### src/rtl/core/ppd_pkg.sv
// ----------------------------------------------------------------------------
// ppd_pkg
// Shared widths, register indexes, reset values and types of the pulse pair
// decoder.
// ----------------------------------------------------------------------------
package ppd_pkg;

    // Code register width (8 to 64 bits supported)
    localparam int CODE_WIDTH  = 64;

    localparam int PULSE_W     = 16;
    localparam int PCT_W       = 7;
    localparam int CNT_W       = 7;
    localparam int PROTO_W     = 8;
    localparam int CODE_OUT_W  = 64;
    localparam int CFG_IDX_W   = 3;
    localparam int CFG_DATA_W  = 16;
    localparam int PROD_W      = PULSE_W + PCT_W;      // short_time * percent
    localparam int SCALED_W    = PULSE_W + 1 + PCT_W;  // (gap + 1) * 100

    localparam int TOL_FLOOR   = 150;
    localparam int PCT_SCALE   = 100;

    // Configuration register indexes
    localparam logic [CFG_IDX_W-1:0] REG_SHORT_TIME  = 3'd0;
    localparam logic [CFG_IDX_W-1:0] REG_LONG_TIME   = 3'd1;
    localparam logic [CFG_IDX_W-1:0] REG_TOL_PERCENT = 3'd2;
    localparam logic [CFG_IDX_W-1:0] REG_BITS_NEEDED = 3'd3;
    localparam logic [CFG_IDX_W-1:0] REG_PROTOCOL_ID = 3'd4;

    // Reset values
    localparam logic [PULSE_W-1:0] RST_SHORT_TIME  = 16'd400;
    localparam logic [PULSE_W-1:0] RST_LONG_TIME   = 16'd1200;
    localparam logic [PCT_W-1:0]   RST_TOL_PERCENT = 7'd30;
    localparam logic [CNT_W-1:0]   RST_BITS_NEEDED = 7'd24;
    localparam logic [PROTO_W-1:0] RST_PROTOCOL_ID = 8'd0;

    localparam logic [CNT_W-1:0]   CODE_WIDTH_CNT  = CNT_W'(CODE_WIDTH);

    typedef logic [CODE_OUT_W-1:0] t_code_out;
    typedef logic [CODE_WIDTH-1:0] t_code;

    // Settings as seen by the decoder datapath
    typedef struct packed {
        logic [PULSE_W-1:0] short_time;
        logic [PULSE_W-1:0] long_time;
        logic [PROD_W-1:0]  tol_product;   // short_time * tolerance_percent
        logic [CNT_W-1:0]   need;          // bits_needed clamped to CODE_WIDTH
        logic [PROTO_W-1:0] protocol_id;
    } t_cfg;

endpackage

### src/rtl/core/ppd_pulse_if.sv
// ----------------------------------------------------------------------------
// ppd_pulse_if
// Pulse duration channel: one pulse per transfer, high and low alternating.
// ----------------------------------------------------------------------------
interface ppd_pulse_if;
    logic                        valid;
    logic                        ready;
    logic [ppd_pkg::PULSE_W-1:0] pulse_us;
    logic                        first_pulse;
    logic                        last_pulse;

    modport source (output valid, output pulse_us, output first_pulse,
                    output last_pulse, input ready);
    modport sink   (input valid, input pulse_us, input first_pulse,
                    input last_pulse, output ready);
endinterface

### src/rtl/core/ppd_result_if.sv
// ----------------------------------------------------------------------------
// ppd_result_if
// Decode result channel: one decoded frame or failure per transfer.
// ----------------------------------------------------------------------------
interface ppd_result_if;
    logic                        valid;
    logic                        ready;
    logic                        status;
    ppd_pkg::t_code_out          code;
    logic [ppd_pkg::CNT_W-1:0]   bit_length;
    logic [ppd_pkg::PROTO_W-1:0] protocol;

    modport source (output valid, output status, output code,
                    output bit_length, output protocol, input ready);
    modport sink   (input valid, input status, input code,
                    input bit_length, input protocol, output ready);
endinterface

### src/rtl/core/ppd_cfg.sv
// ----------------------------------------------------------------------------
// ppd_cfg
// Configuration registers. Keeps short_time * tolerance_percent up to date
// so the decoder compares against the tolerance without a divider.
// ----------------------------------------------------------------------------
module ppd_cfg (
    input  logic                          i_clk,
    input  logic                          i_rst_n,
    input  logic                          i_cfg_we,
    input  logic [ppd_pkg::CFG_IDX_W-1:0] i_cfg_idx,
    input  logic [ppd_pkg::CFG_DATA_W-1:0] i_cfg_data,
    output ppd_pkg::t_cfg                 o_cfg
);

    logic [ppd_pkg::PULSE_W-1:0] r_short_time;
    logic [ppd_pkg::PULSE_W-1:0] r_long_time;
    logic [ppd_pkg::PCT_W-1:0]   r_tol_percent;
    logic [ppd_pkg::CNT_W-1:0]   r_need;
    logic [ppd_pkg::PROTO_W-1:0] r_protocol_id;
    logic [ppd_pkg::PROD_W-1:0]  r_tol_product;

    logic [ppd_pkg::PULSE_W-1:0] mul_a;
    logic [ppd_pkg::PCT_W-1:0]   mul_b;
    logic [ppd_pkg::PROD_W-1:0]  n_tol_product;
    logic [ppd_pkg::CNT_W-1:0]   wr_need;
    logic [ppd_pkg::CNT_W-1:0]   n_need;

    // One small multiplier, operands taken from the write in progress
    always_comb begin
        mul_a = (i_cfg_idx == ppd_pkg::REG_SHORT_TIME)
              ? i_cfg_data[ppd_pkg::PULSE_W-1:0] : r_short_time;
        mul_b = (i_cfg_idx == ppd_pkg::REG_TOL_PERCENT)
              ? i_cfg_data[ppd_pkg::PCT_W-1:0] : r_tol_percent;
        n_tol_product = ppd_pkg::PROD_W'(mul_a) * ppd_pkg::PROD_W'(mul_b);
        wr_need = i_cfg_data[ppd_pkg::CNT_W-1:0];
        n_need  = (wr_need > ppd_pkg::CODE_WIDTH_CNT) ? ppd_pkg::CODE_WIDTH_CNT : wr_need;
    end

    always_ff @(posedge i_clk) begin
        if (!i_rst_n) begin
            r_short_time  <= ppd_pkg::RST_SHORT_TIME;
            r_long_time   <= ppd_pkg::RST_LONG_TIME;
            r_tol_percent <= ppd_pkg::RST_TOL_PERCENT;
            r_need        <= ppd_pkg::RST_BITS_NEEDED;
            r_protocol_id <= ppd_pkg::RST_PROTOCOL_ID;
            r_tol_product <= ppd_pkg::PROD_W'(ppd_pkg::RST_SHORT_TIME)
                           * ppd_pkg::PROD_W'(ppd_pkg::RST_TOL_PERCENT);
        end else if (i_cfg_we) begin
            unique case (i_cfg_idx)
                ppd_pkg::REG_SHORT_TIME: begin
                    r_short_time  <= i_cfg_data[ppd_pkg::PULSE_W-1:0];
                    r_tol_product <= n_tol_product;
                end
                ppd_pkg::REG_LONG_TIME: begin
                    r_long_time <= i_cfg_data[ppd_pkg::PULSE_W-1:0];
                end
                ppd_pkg::REG_TOL_PERCENT: begin
                    r_tol_percent <= i_cfg_data[ppd_pkg::PCT_W-1:0];
                    r_tol_product <= n_tol_product;
                end
                ppd_pkg::REG_BITS_NEEDED: begin
                    r_need <= n_need;
                end
                ppd_pkg::REG_PROTOCOL_ID: begin
                    r_protocol_id <= i_cfg_data[ppd_pkg::PROTO_W-1:0];
                end
                default: begin
                end
            endcase
        end
    end

    assign o_cfg.short_time  = r_short_time;
    assign o_cfg.long_time   = r_long_time;
    assign o_cfg.tol_product = r_tol_product;
    assign o_cfg.need        = r_need;
    assign o_cfg.protocol_id = r_protocol_id;

endmodule

### src/rtl/core/ppd_match.sv
// ----------------------------------------------------------------------------
// ppd_match
// Window test: |pulse - nominal| < max(product / 100, 150), evaluated as
// gap < 150 or (gap + 1) * 100 <= product.
// ----------------------------------------------------------------------------
module ppd_match (
    input  logic [ppd_pkg::PULSE_W-1:0] i_pulse,
    input  logic [ppd_pkg::PULSE_W-1:0] i_nominal,
    input  logic [ppd_pkg::PROD_W-1:0]  i_tol_product,
    output logic                        o_hit
);

    logic [ppd_pkg::PULSE_W-1:0]  gap;
    logic [ppd_pkg::SCALED_W-1:0] gap_inc;
    logic [ppd_pkg::SCALED_W-1:0] scaled;

    always_comb begin
        gap     = (i_pulse > i_nominal) ? (i_pulse - i_nominal) : (i_nominal - i_pulse);
        gap_inc = ppd_pkg::SCALED_W'(gap) + ppd_pkg::SCALED_W'(1);
        scaled  = gap_inc * ppd_pkg::SCALED_W'(ppd_pkg::PCT_SCALE);
        o_hit   = (gap < ppd_pkg::PULSE_W'(ppd_pkg::TOL_FLOOR))
               || (scaled <= ppd_pkg::SCALED_W'(i_tol_product));
    end

endmodule

### src/rtl/core/ppd_core.sv
// ----------------------------------------------------------------------------
// ppd_core
// Pair tracking, bit shifting, frame completion and the result register.
// ----------------------------------------------------------------------------
module ppd_core (
    input  logic               i_clk,
    input  logic               i_rst_n,
    input  ppd_pkg::t_cfg      i_cfg,
    ppd_pulse_if.sink          i_pulse,
    ppd_result_if.source       o_result
);

    logic                        r_done;
    logic                        r_phase;
    logic [ppd_pkg::PULSE_W-1:0] r_held;
    ppd_pkg::t_code              r_code;
    logic [ppd_pkg::CNT_W-1:0]   r_cnt;

    logic                        r_out_valid;
    logic                        r_status;
    ppd_pkg::t_code_out          r_out_code;
    logic [ppd_pkg::CNT_W-1:0]   r_out_len;
    logic [ppd_pkg::PROTO_W-1:0] r_out_proto;

    logic                        n_done;
    logic                        n_phase;
    logic [ppd_pkg::PULSE_W-1:0] n_held;
    ppd_pkg::t_code              n_code;
    logic [ppd_pkg::CNT_W-1:0]   n_cnt;
    logic                        n_out_valid;

    logic acc;
    logic live_phase;
    ppd_pkg::t_code            live_code;
    logic [ppd_pkg::CNT_W-1:0] live_cnt;
    logic check_end;
    logic emit;
    logic emit_ok;
    logic hi_short, hi_long, lo_short, lo_long;
    logic bit_one, bit_zero;

    assign i_pulse.ready = !r_out_valid || o_result.ready;
    assign acc = i_pulse.valid && i_pulse.ready;

    ppd_match u_hi_short (.i_pulse(r_held), .i_nominal(i_cfg.short_time),
                          .i_tol_product(i_cfg.tol_product), .o_hit(hi_short));
    ppd_match u_hi_long  (.i_pulse(r_held), .i_nominal(i_cfg.long_time),
                          .i_tol_product(i_cfg.tol_product), .o_hit(hi_long));
    ppd_match u_lo_short (.i_pulse(i_pulse.pulse_us), .i_nominal(i_cfg.short_time),
                          .i_tol_product(i_cfg.tol_product), .o_hit(lo_short));
    ppd_match u_lo_long  (.i_pulse(i_pulse.pulse_us), .i_nominal(i_cfg.long_time),
                          .i_tol_product(i_cfg.tol_product), .o_hit(lo_long));

    // Bit one takes priority when both patterns fit
    assign bit_one  = hi_short && lo_long;
    assign bit_zero = hi_long && lo_short;

    always_comb begin
        n_done    = r_done;
        n_phase   = r_phase;
        n_held    = r_held;
        n_code    = r_code;
        n_cnt     = r_cnt;
        emit      = 1'b0;
        emit_ok   = 1'b0;
        check_end = 1'b0;

        live_phase = i_pulse.first_pulse ? 1'b0 : r_phase;
        live_code  = i_pulse.first_pulse ? '0 : r_code;
        live_cnt   = i_pulse.first_pulse ? '0 : r_cnt;

        if (acc && (i_pulse.first_pulse || !r_done)) begin
            n_done = 1'b0;
            n_code = live_code;
            n_cnt  = live_cnt;
            if (!live_phase) begin
                // high pulse: hold it until its low partner arrives
                n_held    = i_pulse.pulse_us;
                n_phase   = 1'b1;
                check_end = 1'b1;
            end else begin
                n_phase = 1'b0;
                if (bit_one || bit_zero) begin
                    n_code    = {live_code[ppd_pkg::CODE_WIDTH-2:0], bit_one};
                    n_cnt     = live_cnt + ppd_pkg::CNT_W'(1);
                    check_end = 1'b1;
                end else begin
                    emit = 1'b1;
                end
            end
            if (check_end) begin
                if (n_cnt >= i_cfg.need) begin
                    emit    = 1'b1;
                    emit_ok = 1'b1;
                end else if (i_pulse.last_pulse) begin
                    emit = 1'b1;
                end
            end
            if (emit) begin
                n_done = 1'b1;
            end
        end

        if (emit) begin
            n_out_valid = 1'b1;
        end else if (o_result.ready) begin
            n_out_valid = 1'b0;
        end else begin
            n_out_valid = r_out_valid;
        end
    end

    always_ff @(posedge i_clk) begin
        if (!i_rst_n) begin
            r_done      <= 1'b1;
            r_phase     <= 1'b0;
            r_code      <= '0;
            r_cnt       <= '0;
            r_out_valid <= 1'b0;
        end else begin
            r_done      <= n_done;
            r_phase     <= n_phase;
            r_code      <= n_code;
            r_cnt       <= n_cnt;
            r_out_valid <= n_out_valid;
        end
    end

    always_ff @(posedge i_clk) begin
        r_held <= n_held;
        if (emit) begin
            r_status    <= !emit_ok;
            r_out_code  <= emit_ok ? ppd_pkg::t_code_out'(n_code) : '0;
            r_out_len   <= emit_ok ? n_cnt : '0;
            r_out_proto <= emit_ok ? i_cfg.protocol_id : '0;
        end
    end

    assign o_result.valid      = r_out_valid;
    assign o_result.status     = r_status;
    assign o_result.code       = r_out_code;
    assign o_result.bit_length = r_out_len;
    assign o_result.protocol   = r_out_proto;

`ifndef NO_ASSERTIONS
    a_fail_zero: assert property (@(posedge i_clk) disable iff (!i_rst_n)
        (r_out_valid && r_status) |->
            (r_out_code == '0 && r_out_len == '0 && r_out_proto == '0))
        else $error("failure result carries nonzero fields");

    a_cnt_bound: assert property (@(posedge i_clk) disable iff (!i_rst_n)
        r_cnt <= ppd_pkg::CODE_WIDTH_CNT)
        else $error("bit counter ran past the code width");

    a_ok_len: assert property (@(posedge i_clk) disable iff (!i_rst_n)
        (r_out_valid && !r_status) |-> (r_out_len <= ppd_pkg::CODE_WIDTH_CNT))
        else $error("decoded length exceeds code width");

    a_idle_quiet: assert property (@(posedge i_clk) disable iff (!i_rst_n)
        (acc && !i_pulse.first_pulse && r_done) |=> !r_out_valid)
        else $error("result produced while waiting for a first pulse");
`endif

endmodule

### src/rtl/core/pwm_pulse_pair_decoder.sv
// ----------------------------------------------------------------------------
// pwm_pulse_pair_decoder
// Inverted-PWM pulse pair decoder for on-off keyed captures.
//
// Pulse durations (us) arrive one per transfer, high and low alternating,
// with first_pulse marking the start of a capture. Each high/low pair is
// one bit: short high + long low is 1, long high + short low is 0, within a
// tolerance of short_time * tolerance_percent / 100 (never below 150 us).
// When bits_needed bits are in, one success result carries the code (first
// bit most significant), its length and protocol_id; a pair that fits
// neither pattern, or last_pulse before enough bits, gives one failure
// result with zero fields. After any result the decoder ignores pulses until
// the next first_pulse. Throughput is one pulse per clock: the pair logic
// is a single registered stage and a result is visible the cycle after the
// pulse that completes it. The input stalls only while the result register
// is full and the downstream side holds ready low. Configuration writes take
// effect on the next cycle; the tolerance product is updated along with the
// write, so a pulse may follow a write immediately.
// ----------------------------------------------------------------------------
module pwm_pulse_pair_decoder (
    input  logic                           i_clk,
    input  logic                           i_rst_n,
    input  logic                           i_cfg_we,
    input  logic [ppd_pkg::CFG_IDX_W-1:0]  i_cfg_idx,
    input  logic [ppd_pkg::CFG_DATA_W-1:0] i_cfg_data,
    ppd_pulse_if.sink                      i_pulse,
    ppd_result_if.source                   o_result
);

    ppd_pkg::t_cfg cfg;

    // settings plus the precomputed tolerance product
    ppd_cfg u_cfg (
        .i_clk      (i_clk),
        .i_rst_n    (i_rst_n),
        .i_cfg_we   (i_cfg_we),
        .i_cfg_idx  (i_cfg_idx),
        .i_cfg_data (i_cfg_data),
        .o_cfg      (cfg)
    );

    // pair tracking, bit shifter and result register
    ppd_core u_core (
        .i_clk    (i_clk),
        .i_rst_n  (i_rst_n),
        .i_cfg    (cfg),
        .i_pulse  (i_pulse),
        .o_result (o_result)
    );

endmodule

### src/flat_wrapper.sv
// flat-port wrapper written by rule: the top's interface ports become plain ports
module pwm_pulse_pair_decoder_flat 
  (i_clk, i_rst_n, i_cfg_we, i_cfg_idx, i_cfg_data, i_pulse_valid, i_pulse_pulse_us, i_pulse_first_pulse, i_pulse_last_pulse, i_pulse_ready, o_result_valid, o_result_status, o_result_code, o_result_bit_length, o_result_protocol, o_result_ready);
  ppd_pulse_if i_pulse_i ();
  ppd_result_if o_result_i ();
  input  logic i_clk;
  input  logic i_rst_n;
  input  logic i_cfg_we;
  input  logic [ppd_pkg::CFG_IDX_W-1:0] i_cfg_idx;
  input  logic [ppd_pkg::CFG_DATA_W-1:0] i_cfg_data;
  input wire logic [$bits(i_pulse_i.valid)-1:0] i_pulse_valid;
  input wire logic [$bits(i_pulse_i.pulse_us)-1:0] i_pulse_pulse_us;
  input wire logic [$bits(i_pulse_i.first_pulse)-1:0] i_pulse_first_pulse;
  input wire logic [$bits(i_pulse_i.last_pulse)-1:0] i_pulse_last_pulse;
  output wire logic [$bits(i_pulse_i.ready)-1:0] i_pulse_ready;
  output wire logic [$bits(o_result_i.valid)-1:0] o_result_valid;
  output wire logic [$bits(o_result_i.status)-1:0] o_result_status;
  output wire logic [$bits(o_result_i.code)-1:0] o_result_code;
  output wire logic [$bits(o_result_i.bit_length)-1:0] o_result_bit_length;
  output wire logic [$bits(o_result_i.protocol)-1:0] o_result_protocol;
  input wire logic [$bits(o_result_i.ready)-1:0] o_result_ready;
  assign i_pulse_i.valid = i_pulse_valid;
  assign i_pulse_i.pulse_us = i_pulse_pulse_us;
  assign i_pulse_i.first_pulse = i_pulse_first_pulse;
  assign i_pulse_i.last_pulse = i_pulse_last_pulse;
  assign i_pulse_ready = i_pulse_i.ready;
  assign o_result_valid = o_result_i.valid;
  assign o_result_status = o_result_i.status;
  assign o_result_code = o_result_i.code;
  assign o_result_bit_length = o_result_i.bit_length;
  assign o_result_protocol = o_result_i.protocol;
  assign o_result_i.ready = o_result_ready;
  pwm_pulse_pair_decoder u_core (.i_clk(i_clk), .i_rst_n(i_rst_n), .i_cfg_we(i_cfg_we), .i_cfg_idx(i_cfg_idx), .i_cfg_data(i_cfg_data), .i_pulse(i_pulse_i), .o_result(o_result_i));
endmodule
### config.mk
export PLATFORM = sky130hd
export DESIGN_NAME = pwm_pulse_pair_decoder_flat
export DESIGN_NICKNAME = d
export VERILOG_FILES = /design/src/rtl/core/ppd_pkg.sv /design/src/rtl/core/ppd_pulse_if.sv /design/src/rtl/core/ppd_result_if.sv /design/src/rtl/core/ppd_cfg.sv /design/src/rtl/core/ppd_match.sv /design/src/rtl/core/ppd_core.sv /design/src/rtl/core/pwm_pulse_pair_decoder.sv /design/src/flat_wrapper.sv
export SDC_FILE = /design/constraint.sdc
export NUM_CORES = 2
export LEC_CHECK = 0
export ABC_AREA = 1
export CAP_MARGIN = 5
export CORE_MARGIN = 2
export CORE_UTILIZATION = 45
export CTS_BUF_LIST = sky130_fd_sc_hd__clkbuf_8 sky130_fd_sc_hd__clkbuf_16
export CTS_CLUSTER_SIZE = 40
export DETAILED_ROUTE_END_ITERATION = 16
export DONT_BUFFER_PORTS = 1
export GPL_ROUTABILITY_DRIVEN = 0
export PLACE_DENSITY = 0.61
export SLEW_MARGIN = 0
export SYNTH_ARGS = -nofsm -noshare
export SYNTH_HDL_FRONTEND = slang
export SYNTH_SLANG_ARGS = --single-unit
### constraint.sdc
create_clock -name i_clk -period 12.7 [get_ports i_clk]
set_input_delay 2.54 -clock i_clk [delete_from_list [all_inputs] [get_ports i_clk]]
set_output_delay 2.54 -clock i_clk [all_outputs]
set_load 0.005 [all_outputs]
==> impl_metrics.json <==
{
  "required_ps": 12990,
  "clk_latency_ps": 570,
  "finalCritPeriodShare_pct": 91.4,
  "pre_cts_ws_ps": 327,
  "ant_nets": 0,
  "worstMarginPinSlew_ps": 1160,
  "wl_um": 98000,
  "synth_top_area_share_pct": 18.2,
  "grtUsageTotal_pct": 26.4,
  "drt_pass1_iterations": 6,
  "final_cell_area_um2": 34100,
  "synth.distinct_cells": 51,
  "root_buffer": "clkbuf_16",
  "grt_pass1_vias": 28400,
  "p_per_area_nw_per_um2": 301,
  "nets": 5432,
  "hpwl_um": 79800,
  "slew_viol_final": 0,
  "yosysTopAreaCell": "ha_1",
  "core_region_area_um2": 71100,
  "hold_viol": 0,
  "ys_top_cells_by_area": "ha_1 (18%), nand2_1 (17%), inv_1 (11%)",
  "yosys.area_share.xor_xnor_pct": 4.87,
  "period_needed_ps": 11610,
  "worst_clock_skew_ps": 40.9,
  "maxSlewHeadroom_pct": 22.7,
  "portBuffers": 0,
  "synth-simple-area-share_pct": 27.7,
  "syn_inst": 4846,
  "cp_data_arrival_time_ps": 11900,
  "yosysMostFrequentCell": "nand2_1",
  "synthAdderAreaFrac_pct": 26.0,
  "die_width_um": 271,
  "synth_top_family_by_area": "simple AND/OR/NAND/NOR gates",
  "ys_warn_count": 0,
  "holdWs_ps": 462,
  "dpl_cell_area_um2": 33100,
  "cts.sinks": 247,
  "htreeDepth": 1,
  "numCtsBuffers": 28,
  "syn_area_per_cell_um2": 6.64,
  "fp.dieH_um": 271,
  "cp_slowest_cell": "fa_1",
  "synth_common_cells": "nand2_1 (1427), inv_1 (947), ha_1 (469), a21oi_1 (330), nor2_1 (307)",
  "synth_flop_cell": "dfxtp_1",
  "synth_seq_cells": 247,
  "status": "complete, no violations",
  "timing.final.ws_setup_ps": 1090,
  "synth-compound-area-share_pct": 10.0,
  "end_kind": "flip-flop",
  "antenna_found_initial": 4,
  "cts_setup_buffers": 0,
  "hold_path_class": "reg -> reg",
  "syn_nets": 5482,
  "rsz0062_at_grt": "false",
  "cts.reportedPaths.clkPinSlew_ps": 60,
  "vias": 29900,
  "dieArea_um2": 73600,
  "synthMuxAreaShare_pct": 0,
  "drive_gt1_share_pct": 3.67,
  "worst_setup_path_start_kind": "input port",
  "criticalPathCategory": "in -> reg",
  "vdd_drop_max_mv": 0.332,
  "cpMostUsedCell": "nand2_1",
  "cap_violations": 0,
  "wire_per_inst_um": 17.0,
  "overflow": 0,
  "path_max_fanout": 25,
  "dr.first_iter.drc_count": 2481,
  "setup_viol": 0,
  "grt_pass1_wl_um": 156000,
  "clk_path_buf_depth": 3,
  "io_pins": 124,
  "fp-row-count": 98,
  "synth_edf_count": 96,
  "syn_area_um2": 32200,
  "synthArstFlopShare_pct": 0,
  "p_leak_uw": 0.0186,
  "syn2layout_area_growth_pct": 6.02,
  "synth_seq_area_share_pct": 18.4,
  "drc_errors": 0,
  "grt_max_degree": 99,
  "max_stage_delay_ps": 530,
  "fin_setup_tns_ps": 0,
  "start_util_pct": 45.2,
  "max_freq_mhz": 86.1,
  "cts_tree": "built",
  "vias_per_cell": 5.17
}
per-layer routing:
layer | track usage (%) | share of wire [%] | wire length (um) | vias to the layer above
li1 | - | - | - | 15100
met1 | 36.3 | 45 | 44400 | 13700
met2 | 41.9 | 43 | 42200 | 946
met3 | 4.82 | 8.0 | 7860 | 153
met4 | 8.36 | 3.6 | 3530 | 2
met5 | 0 | 0.013 | 13 | -
path summary, 6_finish.rpt:
check                                              startpoint                              end  slack (ps)  cells after the start
worst min register to register  u_core.u_cfg.r_protocol_id[5]    u_core.u_cfg.r_protocol_id[5]         460                      2
worst min-delay path            u_core.u_cfg.r_protocol_id[5]    u_core.u_cfg.r_protocol_id[5]         460                      2
worst max-delay path                      i_pulse_pulse_us[0]  u_core.u_core.o_result.code[24]        1090                     63
worst max register to register   u_core.u_cfg.r_short_time[1]  u_core.u_core.o_result.code[24]        2030                     56
power by group:
| group | switching (uW) | internal [uW] |
|---|---|---|
| clock network | 354 | 516 |
| registers | 48.2 | 885 |
| logic | 5250 | 3200 |
| total | 5650 | 4600 |
placed cells by master, fill, tap and decap left out, drive strengths merged, types with 125 or more instances in the layout:
| cell type | n |
|---|---|
| inv | 964 |
| dfxtp | 151 |
| nand3 | 273 |
| nand2 | 1450 |
| o21ai | 181 |
| fa | 125 |
| ha | 469 |
| xor2 | 131 |
| nor2 | 314 |
| a21oi | 339 |
final cells by class:
cell class,count,area [um2]
multi-input cells,3523,22100
well taps,950,1190
inverters,964,3620
clock buffers,37,858
flip-flops and latches,247,5910
fillers,7442,37000
diodes,7,17.5
clock inverters,15,139
repair buffers,32,278
state kept, by name (all words and copies together), names as in the netlist, 7 cells and up:
name,count
u_core.u_cfg.r_long_time,16
u_core.u_core.o_result.bit_length,7
u_core.u_cfg.r_short_time,16
u_core.u_core.r_code,64
u_core.u_cfg.r_tol_percent,7
u_core.u_cfg.r_protocol_id,8
u_core.u_core.r_cnt,7
u_core.u_core.o_result.code,64
u_core.u_cfg.r_need,7
u_core.u_cfg.r_tol_product,23
u_core.u_core.o_result.protocol,8
u_core.u_core.r_held,16
kinds of logic (layout without fill, tap and decap cells):
kind of cell	Yosys count	in the layout
other cells	0	7
fa+ha+maj	594	594
compound gates	598	598
simple gates	2152	2152
xor+xnor	179	179
flops	247	247
buf+inv	1076	1048
through the flow:
| step | power (uW) | util (%) | cells |
|---|---|---|---|
| after CTS | 10300 | 47.9 | 5768 |
| after floorplan | 7600 | - | 4846 |
| after global routing | 11700 | 47.9 | 5771 |
| final | 10300 | 48.0 | 5775 |
| after detailed placement | 9320 | 46.5 | 5716 |
| after global placement | 9250 | 46.5 | 5716 |
critical path: cells and delay by family:
kind | cells | cell delay (ps)
AND/OR/NAND/NOR | 29 | 3300
adder cells (fa/ha/maj) | 8 | 2500
AO/OA/AOI/OAI | 15 | 2350
buffers and inverters | 9 | 780
XOR/XNOR | 2 | 430
timing repair:
| item | 4_1_cts | 5_1_grt |
|---|---|---|
| hold buffers | 0 | 0 |
| gates resized for setup | 0 | 5 |
| endpoints found under the setup margin | 0 | 92 |
Note: power is estimated with default switching activity, not from simulation.
